## src/design/assert_macros.svh

```systemverilog
// Assertion macros used by the top-level design file.
`ifndef ASSERT_MACROS_SVH
`define ASSERT_MACROS_SVH
`ifndef ASSERT_OFF
`define GCC_ASSERT_IMPLY(name, clk, rst, ante, cons) \
   name: assert property (@(posedge clk) disable iff (rst) (ante) |-> (cons)) \
      else $error("connectivity check: same-cycle assertion failed");
`define GCC_ASSERT_NEXT(name, clk, rst, ante, cons) \
   name: assert property (@(posedge clk) disable iff (rst) (ante) |=> (cons)) \
      else $error("connectivity check: next-cycle assertion failed");
`else
`define GCC_ASSERT_IMPLY(name, clk, rst, ante, cons)
`define GCC_ASSERT_NEXT(name, clk, rst, ante, cons)
`endif
`endif

```

## src/design/gcc_pkg.sv

```systemverilog
// Types and constants of the graph connectivity checker.
package gcc_pkg;

   localparam int VERTEX_INDEX_WIDTH = 5;
   localparam int EDGE_INDEX_WIDTH   = 6;
   localparam int VERTEX_COUNT_WIDTH = 6;
   localparam int EDGE_COUNT_WIDTH   = 7;
   localparam int CSR_INDEX_WIDTH    = 1;
   localparam int CSR_DATA_WIDTH     = 7;

   localparam logic [CSR_INDEX_WIDTH-1:0] CSR_VERTEX_COUNT = 1'b0;
   localparam logic [CSR_INDEX_WIDTH-1:0] CSR_EDGE_COUNT   = 1'b1;

   typedef enum logic [3:0] {
      ST_CLEAR,
      ST_IDLE,
      ST_LINK_RD,
      ST_LINK_EVAL,
      ST_LINK_FWD,
      ST_LINK_REV,
      ST_WALK_INIT,
      ST_WALK_POP,
      ST_WALK_LOAD,
      ST_WALK_RD,
      ST_WALK_EVAL,
      ST_ANSWER
   } gcc_state_type;

   typedef struct packed {
      logic idle;
      logic done;
      logic connected;
   } gcc_status_type;

endpackage

```

## src/design/gcc_ram.sv

```systemverilog
// Simple dual-port synchronous RAM with registered read data.
module gcc_ram #(
   parameter int ADDR_WIDTH = 5,
   parameter int DATA_WIDTH = 1
) (
   input  logic                  clock,
   input  logic                  wr_en,
   input  logic [ADDR_WIDTH-1:0] wr_addr,
   input  logic [DATA_WIDTH-1:0] wr_data,
   input  logic                  rd_en,
   input  logic [ADDR_WIDTH-1:0] rd_addr,
   output logic [DATA_WIDTH-1:0] rd_data
);

   logic [DATA_WIDTH-1:0] mem [(1 << ADDR_WIDTH)];
   logic [DATA_WIDTH-1:0] rd_data_ff;

   always_ff @(posedge clock) begin
      if (wr_en) begin
         mem[wr_addr] <= wr_data;
      end
      if (rd_en) begin
         rd_data_ff <= mem[rd_addr];
      end
   end

   assign rd_data = rd_data_ff;

endmodule

```

## src/design/gcc_walk_seq.sv

```systemverilog
// Sequencer: incidence store, link build, depth-first walk and clearing pass.
module gcc_walk_seq #(
   parameter int MAX_VERTICES = 32,
   parameter int MAX_EDGES    = 64,
   localparam int VW  = $clog2(MAX_VERTICES),
   localparam int EW  = (MAX_EDGES > 1) ? $clog2(MAX_EDGES) : 1,
   localparam int VCW = $clog2(MAX_VERTICES + 1),
   localparam int ECW = $clog2(MAX_EDGES + 1)
) (
   input  logic                    clock,
   input  logic                    reset,
   input  logic                    cell_we,
   input  logic [VW-1:0]           cell_vertex,
   input  logic [EW-1:0]           cell_edge,
   input  logic                    cell_bit,
   input  logic                    start,
   input  logic [VCW-1:0]          nv,
   input  logic [ECW-1:0]          ne,
   input  logic                    rsp_free,
   output gcc_pkg::gcc_status_type status
);
   import gcc_pkg::*;

   localparam int IAW = EW + VW;
   localparam int AAW = 2 * VW;
   localparam int CW  = (IAW > AAW) ? IAW : AAW;

   gcc_state_type state_ff, state_in;

   logic [CW-1:0]           ptr_ff;
   logic [EW-1:0]           be_ff;
   logic [VW-1:0]           bv_ff;
   logic [VW-1:0]           first_ff, last_ff;
   logic                    seen_ff, second_ff;
   logic [VW-1:0]           v_ff, u_ff;
   logic [VCW-1:0]          sp_ff, vcnt_ff;
   logic [MAX_VERTICES-1:0] visited_ff;

   logic           inc_we, inc_wdata, inc_re, inc_rdata;
   logic [IAW-1:0] inc_waddr, inc_raddr;
   logic           adj_we, adj_wdata, adj_re, adj_rdata;
   logic [AAW-1:0] adj_waddr, adj_raddr;
   logic           stk_we, stk_re;
   logic [VW-1:0]  stk_waddr, stk_wdata, stk_raddr, stk_rdata;

   logic hit, col_end, last_col, second_in, push, u_zero, sp_zero, nv_zero, ptr_end;

   gcc_ram #(.ADDR_WIDTH(IAW), .DATA_WIDTH(1)) u_inc_ram (
      .clock   (clock),
      .wr_en   (inc_we),
      .wr_addr (inc_waddr),
      .wr_data (inc_wdata),
      .rd_en   (inc_re),
      .rd_addr (inc_raddr),
      .rd_data (inc_rdata)
   );

   gcc_ram #(.ADDR_WIDTH(AAW), .DATA_WIDTH(1)) u_adj_ram (
      .clock   (clock),
      .wr_en   (adj_we),
      .wr_addr (adj_waddr),
      .wr_data (adj_wdata),
      .rd_en   (adj_re),
      .rd_addr (adj_raddr),
      .rd_data (adj_rdata)
   );

   gcc_ram #(.ADDR_WIDTH(VW), .DATA_WIDTH(VW)) u_stack_ram (
      .clock   (clock),
      .wr_en   (stk_we),
      .wr_addr (stk_waddr),
      .wr_data (stk_wdata),
      .rd_en   (stk_re),
      .rd_addr (stk_raddr),
      .rd_data (stk_rdata)
   );

   assign hit       = inc_rdata;
   assign col_end   = (VCW'(bv_ff) == nv - VCW'(1));
   assign last_col  = (ECW'(be_ff) == ne - ECW'(1));
   assign second_in = second_ff | (hit & seen_ff);
   assign push      = adj_rdata & ~visited_ff[u_ff];
   assign u_zero    = (u_ff == '0);
   assign sp_zero   = (sp_ff == '0);
   assign nv_zero   = (nv == '0);
   assign ptr_end   = (ptr_ff == '1);

   // next state
   always_comb begin
      state_in = state_ff;
      case (state_ff)
         ST_CLEAR: begin
            if (ptr_end) state_in = ST_IDLE;
         end
         ST_IDLE: begin
            if (start) begin
               if (nv_zero || ne == '0) state_in = ST_WALK_INIT;
               else                     state_in = ST_LINK_RD;
            end
         end
         ST_LINK_RD: begin
            state_in = ST_LINK_EVAL;
         end
         ST_LINK_EVAL: begin
            if (!col_end)      state_in = ST_LINK_RD;
            else if (second_in) state_in = ST_LINK_FWD;
            else if (last_col) state_in = ST_WALK_INIT;
            else               state_in = ST_LINK_RD;
         end
         ST_LINK_FWD: begin
            state_in = ST_LINK_REV;
         end
         ST_LINK_REV: begin
            state_in = last_col ? ST_WALK_INIT : ST_LINK_RD;
         end
         ST_WALK_INIT: begin
            state_in = nv_zero ? ST_ANSWER : ST_WALK_POP;
         end
         ST_WALK_POP: begin
            state_in = sp_zero ? ST_ANSWER : ST_WALK_LOAD;
         end
         ST_WALK_LOAD: begin
            state_in = ST_WALK_RD;
         end
         ST_WALK_RD: begin
            state_in = ST_WALK_EVAL;
         end
         ST_WALK_EVAL: begin
            state_in = u_zero ? ST_WALK_POP : ST_WALK_RD;
         end
         ST_ANSWER: begin
            if (rsp_free) state_in = ST_CLEAR;
         end
         default: begin
            state_in = ST_CLEAR;
         end
      endcase
   end

   // memory ports and status
   always_comb begin
      inc_we    = 1'b0;
      inc_waddr = '0;
      inc_wdata = 1'b0;
      inc_re    = 1'b0;
      inc_raddr = {be_ff, bv_ff};
      adj_we    = 1'b0;
      adj_waddr = '0;
      adj_wdata = 1'b0;
      adj_re    = 1'b0;
      adj_raddr = {v_ff, u_ff};
      stk_we    = 1'b0;
      stk_waddr = '0;
      stk_wdata = '0;
      stk_re    = 1'b0;
      stk_raddr = VW'(sp_ff - VCW'(1));
      status.idle      = 1'b0;
      status.done      = 1'b0;
      status.connected = (vcnt_ff == nv);
      case (state_ff)
         ST_CLEAR: begin
            inc_we    = 1'b1;
            inc_waddr = ptr_ff[IAW-1:0];
            adj_we    = 1'b1;
            adj_waddr = ptr_ff[AAW-1:0];
         end
         ST_IDLE: begin
            status.idle = 1'b1;
            inc_we      = cell_we;
            inc_waddr   = {cell_edge, cell_vertex};
            inc_wdata   = cell_bit;
         end
         ST_LINK_RD: begin
            inc_re = 1'b1;
         end
         ST_LINK_FWD: begin
            adj_we    = 1'b1;
            adj_waddr = {first_ff, last_ff};
            adj_wdata = 1'b1;
         end
         ST_LINK_REV: begin
            adj_we    = 1'b1;
            adj_waddr = {last_ff, first_ff};
            adj_wdata = 1'b1;
         end
         ST_WALK_INIT: begin
            stk_we = ~nv_zero;
         end
         ST_WALK_POP: begin
            stk_re = ~sp_zero;
         end
         ST_WALK_RD: begin
            adj_re = 1'b1;
         end
         ST_WALK_EVAL: begin
            stk_we    = push;
            stk_waddr = VW'(sp_ff);
            stk_wdata = u_ff;
         end
         ST_ANSWER: begin
            status.done = rsp_free;
         end
         default: ;
      endcase
   end

   // control counters and flags
   always_ff @(posedge clock) begin
      if (reset) begin
         state_ff   <= ST_CLEAR;
         ptr_ff     <= '0;
         be_ff      <= '0;
         bv_ff      <= '0;
         seen_ff    <= 1'b0;
         second_ff  <= 1'b0;
         sp_ff      <= '0;
         vcnt_ff    <= '0;
         visited_ff <= '0;
      end else begin
         state_ff <= state_in;
         case (state_ff)
            ST_CLEAR: begin
               ptr_ff <= ptr_ff + CW'(1);
            end
            ST_IDLE: begin
               be_ff     <= '0;
               bv_ff     <= '0;
               seen_ff   <= 1'b0;
               second_ff <= 1'b0;
            end
            ST_LINK_EVAL: begin
               if (!col_end) begin
                  bv_ff     <= bv_ff + VW'(1);
                  seen_ff   <= seen_ff | hit;
                  second_ff <= second_in;
               end else if (!second_in) begin
                  bv_ff     <= '0;
                  be_ff     <= be_ff + EW'(1);
                  seen_ff   <= 1'b0;
                  second_ff <= 1'b0;
               end else begin
                  seen_ff   <= seen_ff | hit;
                  second_ff <= second_in;
               end
            end
            ST_LINK_REV: begin
               bv_ff     <= '0;
               be_ff     <= be_ff + EW'(1);
               seen_ff   <= 1'b0;
               second_ff <= 1'b0;
            end
            ST_WALK_INIT: begin
               if (!nv_zero) begin
                  visited_ff[0] <= 1'b1;
                  sp_ff         <= VCW'(1);
                  vcnt_ff       <= VCW'(1);
               end
            end
            ST_WALK_POP: begin
               if (!sp_zero) sp_ff <= sp_ff - VCW'(1);
            end
            ST_WALK_EVAL: begin
               if (push) begin
                  visited_ff[u_ff] <= 1'b1;
                  sp_ff            <= sp_ff + VCW'(1);
                  vcnt_ff          <= vcnt_ff + VCW'(1);
               end
            end
            ST_ANSWER: begin
               if (rsp_free) begin
                  visited_ff <= '0;
                  sp_ff      <= '0;
                  vcnt_ff    <= '0;
                  ptr_ff     <= '0;
               end
            end
            default: ;
         endcase
      end
   end

   // vertex registers of the build and the walk
   always_ff @(posedge clock) begin
      case (state_ff)
         ST_LINK_EVAL: begin
            if (hit) begin
               if (seen_ff) last_ff  <= bv_ff;
               else         first_ff <= bv_ff;
            end
         end
         ST_WALK_LOAD: begin
            v_ff <= stk_rdata;
            u_ff <= VW'(nv - VCW'(1));
         end
         ST_WALK_EVAL: begin
            if (!u_zero) u_ff <= u_ff - VW'(1);
         end
         default: ;
      endcase
   end

endmodule

```

## src/design/graph_connectivity_check.sv

```systemverilog
// Top level of the graph connectivity checker.
// Incidence cells are taken one beat per cycle while req_stall is low. The beat
// marked last starts the check: a link build reads the cell store one bit at a
// time over vertex_count x edge_count cells and links each column's first and
// last incident vertex, then a depth-first walk from vertex 0 reads
// vertex_count adjacency bits for each reached vertex; the cell and adjacency
// RAMs both have single-bit read ports. Once the result slot is free the result
// beat is offered and a clearing pass over 2^max(log2(MAX_EDGES) +
// log2(MAX_VERTICES), 2*log2(MAX_VERTICES)) addresses (2048 at the defaults)
// wipes both stores; the same pass runs after reset. req_stall is high from the
// last cell until that pass ends.
// Configuration is taken at any time.
`include "assert_macros.svh"

module graph_connectivity_check #(
   parameter int MAX_VERTICES = 32,
   parameter int MAX_EDGES    = 64
) (
   input  logic                                   clock,
   input  logic                                   reset,
   input  logic                                   req_valid,
   output logic                                   req_stall,
   input  logic [gcc_pkg::VERTEX_INDEX_WIDTH-1:0] req_vertex_index,
   input  logic [gcc_pkg::EDGE_INDEX_WIDTH-1:0]   req_edge_index,
   input  logic                                   req_incident,
   input  logic                                   req_last_cell,
   output logic                                   rsp_valid,
   input  logic                                   rsp_stall,
   output logic                                   rsp_connected,
   input  logic                                   csr_valid,
   output logic                                   csr_ready,
   input  logic [gcc_pkg::CSR_INDEX_WIDTH-1:0]    csr_index,
   input  logic [gcc_pkg::CSR_DATA_WIDTH-1:0]     csr_data
);
   import gcc_pkg::*;

   localparam int VW  = $clog2(MAX_VERTICES);
   localparam int EW  = (MAX_EDGES > 1) ? $clog2(MAX_EDGES) : 1;
   localparam int VCW = $clog2(MAX_VERTICES + 1);
   localparam int ECW = $clog2(MAX_EDGES + 1);

   logic [VERTEX_COUNT_WIDTH-1:0] vertex_count_ff;
   logic [EDGE_COUNT_WIDTH-1:0]   edge_count_ff;
   logic                          rsp_valid_ff, rsp_connected_ff;

   logic           req_accept, start, cell_we, rsp_free;
   logic [VCW-1:0] nv;
   logic [ECW-1:0] ne;
   gcc_status_type status;

   assign csr_ready = 1'b1;

   always_ff @(posedge clock) begin
      if (reset) begin
         vertex_count_ff <= VERTEX_COUNT_WIDTH'(1);
         edge_count_ff   <= '0;
      end else if (csr_valid) begin
         case (csr_index)
            CSR_VERTEX_COUNT: vertex_count_ff <= csr_data[VERTEX_COUNT_WIDTH-1:0];
            CSR_EDGE_COUNT:   edge_count_ff   <= csr_data[EDGE_COUNT_WIDTH-1:0];
            default: ;
         endcase
      end
   end

   // counts saturate at the store size
   assign nv = (32'(vertex_count_ff) > MAX_VERTICES) ? VCW'(MAX_VERTICES)
                                                      : VCW'(vertex_count_ff);
   assign ne = (32'(edge_count_ff) > MAX_EDGES) ? ECW'(MAX_EDGES)
                                                 : ECW'(edge_count_ff);

   assign req_stall  = ~status.idle;
   assign req_accept = req_valid & ~req_stall;
   assign start      = req_accept & req_last_cell;
   // cells outside the store are dropped
   assign cell_we    = req_accept && (32'(req_vertex_index) < MAX_VERTICES)
                                  && (32'(req_edge_index) < MAX_EDGES);
   assign rsp_free   = ~rsp_valid_ff | ~rsp_stall;

   gcc_walk_seq #(
      .MAX_VERTICES (MAX_VERTICES),
      .MAX_EDGES    (MAX_EDGES)
   ) u_walk_seq (
      .clock       (clock),
      .reset       (reset),
      .cell_we     (cell_we),
      .cell_vertex (VW'(req_vertex_index)),
      .cell_edge   (EW'(req_edge_index)),
      .cell_bit    (req_incident),
      .start       (start),
      .nv          (nv),
      .ne          (ne),
      .rsp_free    (rsp_free),
      .status      (status)
   );

   always_ff @(posedge clock) begin
      if (reset) begin
         rsp_valid_ff <= 1'b0;
      end else if (status.done) begin
         rsp_valid_ff <= 1'b1;
      end else if (!rsp_stall) begin
         rsp_valid_ff <= 1'b0;
      end
   end

   always_ff @(posedge clock) begin
      if (status.done) rsp_connected_ff <= status.connected;
   end

   assign rsp_valid     = rsp_valid_ff;
   assign rsp_connected = rsp_connected_ff;

   `GCC_ASSERT_IMPLY(a_result_slot_free, clock, reset, status.done, !rsp_valid_ff || !rsp_stall)
   `GCC_ASSERT_NEXT(a_busy_after_last, clock, reset, start, req_stall)
   `GCC_ASSERT_NEXT(a_clear_after_answer, clock, reset, status.done, req_stall && rsp_valid)

endmodule

```

## config.mk

```make
export PLATFORM = sky130hd
export DESIGN_NAME = graph_connectivity_check
export DESIGN_NICKNAME = d
export VERILOG_FILES = /design/src/design/gcc_pkg.sv /design/src/design/gcc_ram.sv /design/src/design/gcc_walk_seq.sv /design/src/design/graph_connectivity_check.sv
export VERILOG_INCLUDE_DIRS = /design/src /design/src/design
export SDC_FILE = /design/constraint.sdc
export NUM_CORES = 2
export LEC_CHECK = 0
export BUFFER_PORTS_ARGS = -buffer_cell sky130_fd_sc_hd__buf_4
export CELL_PAD_IN_SITES_DETAIL_PLACEMENT = 0
export CELL_PAD_IN_SITES_GLOBAL_PLACEMENT = 1
export CORE_ASPECT_RATIO = 0.9
export CORE_MARGIN = 8
export CORE_UTILIZATION = 40
export DETAILED_ROUTE_END_ITERATION = 10
export PLACE_DENSITY_LB_ADDON = 0.1
export SYNTH_ARGS = -nofsm -noshare
export SYNTH_HDL_FRONTEND = slang
export SYNTH_HIERARCHICAL = 1
export SYNTH_SLANG_ARGS = --single-unit
```

## constraint.sdc

```tcl
create_clock -name clock -period 97.5 [get_ports clock]
set_clock_uncertainty 0.2 [all_clocks]
set_input_delay 9.75 -clock clock [delete_from_list [all_inputs] [get_ports clock]]
set_output_delay 9.75 -clock clock [all_outputs]
set_load 0.01 [all_outputs]
```

## Word level (Yosys, flattened, before mapping)

Memories as Yosys holds them, arrays and structs flattened. A register that Yosys moved wholly into a read port is not among the register bits.
Cells that the tools add are included.
Widths: inputs -> output; s select.

- Bits in registers: 107
- Memory bits (writable): 3232
- Output and inout port bits: 4
- Memories kept: 3

- Add/subtract/negate cells: 9
- $lt $le $gt $ge: 4
- Eq/ne operators: 26
- Mux-type cells: 67
- Bitwise operators: 16
- Reduce and logical (&&, ||, !) cells: 29

Memories:

| name | depth | width | read ports | clocked after Yosys merged registers in | write ports | RTL line | text |
|---|---|---|---|---|---|---|---|
| u_walk_seq.u_inc_ram.mem | 2048 | 1 | 1 | 1 | 1 | gcc_ram.sv:15 | `logic [DATA_WIDTH-1:0] mem [(1 << ADDR_WIDTH)];` |
| u_walk_seq.u_adj_ram.mem | 1024 | 1 | 1 | 1 | 1 | gcc_ram.sv:15 |  |
| u_walk_seq.u_stack_ram.mem | 32 | 5 | 1 | 1 | 1 | gcc_ram.sv:15 |  |

Operator list:

| cell | count |
|---|---|
| $mux 32 | 2 |
| $pmux 31 s2 | 1 |
| $mux 6 | 8 |
| $pmux 4 s12 | 1 |
| $pmux 11 s2 | 2 |
| $pmux 6 s3 | 2 |
| $or 32x32->32 | 1 |
| $pmux 10 s3 | 1 |
| $mux 4 | 7 |
| $mux 5 | 5 |
| $pmux 6 s4 | 1 |
| $mux 1 | 23 |
| $pmux 5 s2 | 2 |
| $add 6x1->6 const B | 3 |
| $eq 4x3->1 const B | 4 |
| $eq 4x4->1 const B | 4 |
| $reduce_and 3->1 | 5 |
| $logic_not 6->1 | 2 |
| $sub 6x1->6 const B | 2 |
| $add 11x1->11 const B | 1 |
| $eq 11x11->1 const B | 1 |
| $mux 11 | 1 |
| $ne 2x1->1 const B | 5 |
| $ne 2x2->1 const B | 5 |
| other kinds (36) | 62 |

## Logic depth before layout (Yosys ltp)

- Depth in word-level cells: 8
- Mapped depth: 15

## Cells and area by module

The synthesis kept the hierarchy.

By module, submodules not included:

| module | times used | cells each | area each (um^2) | seq. area each (um^2) |
|---|---|---|---|---|
| gcc_ram (u_walk_seq.u_inc_ram) | 1 | 6243 | 89355.7 | 61529.0 |
| gcc_ram (u_walk_seq.u_adj_ram) | 1 | 3112 | 44666.6 | 30779.5 |
| gcc_ram (u_walk_seq.u_stack_ram) | 1 | 277 | 6394.9 | 4954.8 |
| gcc_walk_seq | 1 | 656 | 5680.4 | 2042.0 |
| graph_connectivity_check | 1 | 77 | 723.2 | 310.3 |

## Least setup slack after synthesis

No wires, ideal clock.

- Kind: in2reg
- Start point: input port req_incident
- End point: memory u_walk_seq.u_inc_ram.mem[0] (data pin)
- Arrival time: 35144 ps
- Setup slack: 56629 ps
- Stages: 1
- Buffers on the path: 0
- Path through: and2_1

- Word-level cells in the longest chain between the ends: 1

RTL lines:

| what | RTL line | text |
|---|---|---|
| start: declaration | graph_connectivity_check.sv:25 | `input logic req_incident,` |
| $mux 1 | gcc_walk_seq.sv:160 | `case (state_ff)` |
| end: declaration | gcc_ram.sv:15 |  |

No other way between the ends.

## Worst setup path in the final report

- Start point: input port req_incident
- End point: memory u_walk_seq.u_inc_ram.mem[1850] (data pin)

- Word-level cells in the longest chain between the ends: 1

RTL lines:

| what | RTL line | text |
|---|---|---|
| $mux 1 | gcc_walk_seq.sv:160 |  |
| via u_walk_seq.inc_wdata | gcc_walk_seq.sv:39 | `logic inc_we, inc_wdata, inc_re, inc_rdata;` |

The timed path passes the listed nets, and every way through them passes these cells.

==> metrics <==
Layout fillers=approximately 33000; RSZ-0062 raised after global routing=no; Synth area leader=edfxtp_1; Synth Register Bits=approximately 3300; Top FF cell, synth=edfxtp_1; Initial Utilization=between 40% and 50%; Die X-Extent=~650 um; largest net degree at the start of global routing=around 300; Least-Margin Pin Slew=between 1 and 1.5 ns; Mapped Area=between 100000 and 150000 um2; initial antenna violation count=15; setup tns final=0 ns; H-tree depth=5; Final ANT Viol Nets=0; Post-synth EDFFs=between 3000 and 4000; Clock Power Share=between 40% and 50%; via/cell ratio=slightly below 6; mean routed wirelength per cell=a little over 30 um; Area after DPL=about 150000 um2; Period minus WS final=~13 ns; vias=between 80000 and 90000; CTS Sinks=about 3300; clk_lat worst skew=0.96 ns; CTS Root Cell=clkbuf_16; register area share after synthesis=67.85%; max-slew violation count=0; crit path launch type=input port; Max VDD drop=~15 uV; status=complete, no violations; top-area cell type share of the netlist area=between 60% and 70%; DIE HEIGHT=around 600 um; Cells after Synth=10370; cell internal pwr=about 2400 uW; CTS Hold Buffers Added=0; Crit Path Max Fanout=about 300; number of buffers created by CTS=around 360; die area=about 390000 um2; achievable frequency=~76 MHz; logic gate share of total power=under 10%; Nets=around 10000; Overall Global Routing Usage=around 23%; Distinct cells, synth=between 90 and 100; total core area=approximately 370000 um2; Post-Syn Area per Cell=around 14 um2; Worst Path Arrival=13.47 ns; global placement routability congestion=around 0.78; WP data required=approximately 98 ns; P_leak=roughly 0.049 uW; Fin. Hold Viols=0; first-pass GRT wire length=approximately 650000 um; Max clock buf depth=4; Synth area leaders=edfxtp_1 67%, mux4_2 9.2%, nor2_1 8.4%; CTS tree=done; final instance area=between 150000 and 200000 um2; Finish-stage setup viols=0; Placement Rows=about 210; P&R area growth vs syn=10.56%; FF-to-FF setup slack=around 90 ns; initial DRC count=between 9000 and 10000; Post-CTS Repair Setup Buffers=0; detailed placement HPWL=~250000 um; fin crit share=a little over an eighth; PwrDens=between 15 and 20 nW/um2; switching pwr=between 700 and 800 uW; Reg power frac=between 50% and 60%; io pins=30; vias in the first global route=87730; layout cells sized above 1=14.61%; endpoint type of the worst setup path=flip-flop; aggregate routed wire length=~460000 um; syn nets=approximately 10000; CP Class=input port to flip-flop; clock-pin slew on the worst setup and hold paths=~0.06 ns; Max-cap violations=0; Slew Limit Headroom=a little under an eighth; yosys warns=6; Switching Fraction=23.13%; HP Class=flip-flop to flip-flop; grt total ovfl=0; Post-synth ARST share=0%; TritonRoute pass-1 iters=6; cts repair resizes=0; DR DRC count=0; count of input and output buffers=28
[through the flow]
step | hold slack (ns) | instances | utilization, % | power [uW] | setup slack (ns)
after detailed placement | 0.2052 | 14540 | 41.21 | 1779 | 83.70
final | 0.2191 | 15210 | 44.33 | 3095 | 84.40
after floorplan | 0.2003 | 10370 | - | 1750 | 56.63
after CTS | 0.2197 | 15200 | 44.32 | 3127 | 84.73
after global placement | 0.2074 | 14540 | 41.21 | 1776 | 83.95
after global routing | 0.2339 | 15200 | 44.32 | 3183 | 84.34
[layout by cell type (no fill, tap or decap), types with 17 or more instances in the layout]
cell type,Yosys,routed
a2111oi_0,24,23
a211oi_1,17,17
a21oi_1,135,135
a22o_1,19,19
a22oi_1,51,51
a41oi_1,35,35
and2_1,21,19
and3_1,17,17
buf_4,30,251
bufinv_16,0,28
clkbuf_1,613,91
clkbuf_16,0,370
clkinv_1,4,94
clkinv_2,0,56
dfxtp_1,86,81
edfxtp_1,3260,3260
inv_1,28,27
mux2_2,25,25
mux2i_1,453,453
mux4_1,58,58
mux4_2,599,599
nand2_1,289,281
nand2b_1,38,36
nand3_1,126,70
nand3_2,0,21
nand3_4,0,35
nand4_1,33,33
nor2_1,3268,3260
nor2b_1,37,34
nor3_1,108,106
nor4_1,27,27
o21ai_0,84,84
o221ai_1,169,169
o22ai_1,102,102
or2_2,17,17
xnor2_1,22,22
[path summary, 6_finish.rpt]
| kind | end | depth (start not counted) | startpoint |
|---|---|---|---|
| worst min register to register | u_walk_seq/v_ff[3] | 0 | u_walk_seq/u_stack_ram/rd_data[3] |
| worst min-delay path | u_walk_seq/v_ff[3] | 0 | u_walk_seq/u_stack_ram/rd_data[3] |
| worst max register to register | u_walk_seq/u_inc_ram/rd_data | 11 | u_walk_seq/bv_ff[0] |
| worst max-delay path | u_walk_seq/u_inc_ram/mem[1850] | 5 | req_incident |
[state kept, by name, summed over array words and instances (netlist names)]
signal                          flops
u_walk_seq/state_ff                 4
u_walk_seq/u_adj_ram/rd_data        1
rsp_connected                       1
u_walk_seq/u_adj_ram/mem         1024
u_walk_seq/v_ff                     5
u_walk_seq/vcnt_ff                  6
u_walk_seq/u_ff                     5
u_walk_seq/seen_ff                  1
u_walk_seq/sp_ff                    6
u_walk_seq/u_inc_ram/mem         2048
u_walk_seq/u_stack_ram/mem        160
u_walk_seq/u_stack_ram/rd_data      5
u_walk_seq/second_ff                1
rsp_valid                           1
u_walk_seq/last_ff                  5
u_walk_seq/be_ff                    6
u_walk_seq/bv_ff                    5
u_walk_seq/first_ff                 5
vertex_count_ff                     6
u_walk_seq/ptr_ff                  11
u_walk_seq/visited_ff              32
u_walk_seq/u_inc_ram/rd_data        1
edge_count_ff                       7
[cell type report]
type                    count  area [um2]  area share, %
well taps                4899        6130          3.776
diodes                      8       20.02        0.01233
repair buffers            263        2112          1.301
inverters                  34       135.1        0.08325
clock inverters           198        1797          1.107
flip-flops and latches   3346       99630          61.38
multi-input cells        6002       42900          26.43
clock buffers             461        9600          5.914
[kinds of logic after synthesis]
family,share of synthesized area (%)
buf+inv,3.456
compound gates,3.691
other cells,0.002554
simple gates,11.17
xor+xnor,0.2190
flops,67.85
fa+ha+maj,0.1108
mux,13.51
[routing by layer]
metal / track usage, % / up-vias / routed length, um
met4: 6.949 / 4 / 14580
li1: - / 37750 / -
met1: 31.19 / 47230 / 191200
met3: 2.648 / 676 / 25780
met2: 39.85 / 2850 / 228300
met5: 0 / - / 26
[power groups by stage]
stage,clock network [uW],logic [uW],registers (uW)
after floorplan,0,68.7,1680
after global placement,0,156,1620
after detailed placement,0,159,1620
after CTS,1380,159,1590
after global routing,1430,165,1590
final,1350,159,1590
[critical path: stages]
cell    delay [ns]
buf_4         0.09
and2_4        0.55
buf_12        0.72
buf_12        0.70
buf_12        0.71
[synth_stat cells (63+ instances only)]
| cell | number |
|---|---|
| nor2_1 | 3268 |
| edfxtp_1 | 3260 |
| clkbuf_1 | 613 |
| mux4_2 | 599 |
| mux2i_1 | 453 |
| nand2_1 | 289 |
| o221ai_1 | 169 |
| buf_1 | 150 |
| a21oi_1 | 135 |
| nand3_1 | 126 |
| nor3_1 | 108 |
| o22ai_1 | 102 |
| dfxtp_1 | 86 |
| o21ai_0 | 84 |
| buf_2 | 73 |
| buf_6 | 63 |
No activity file was read; power rests on OpenSTA's default activity.
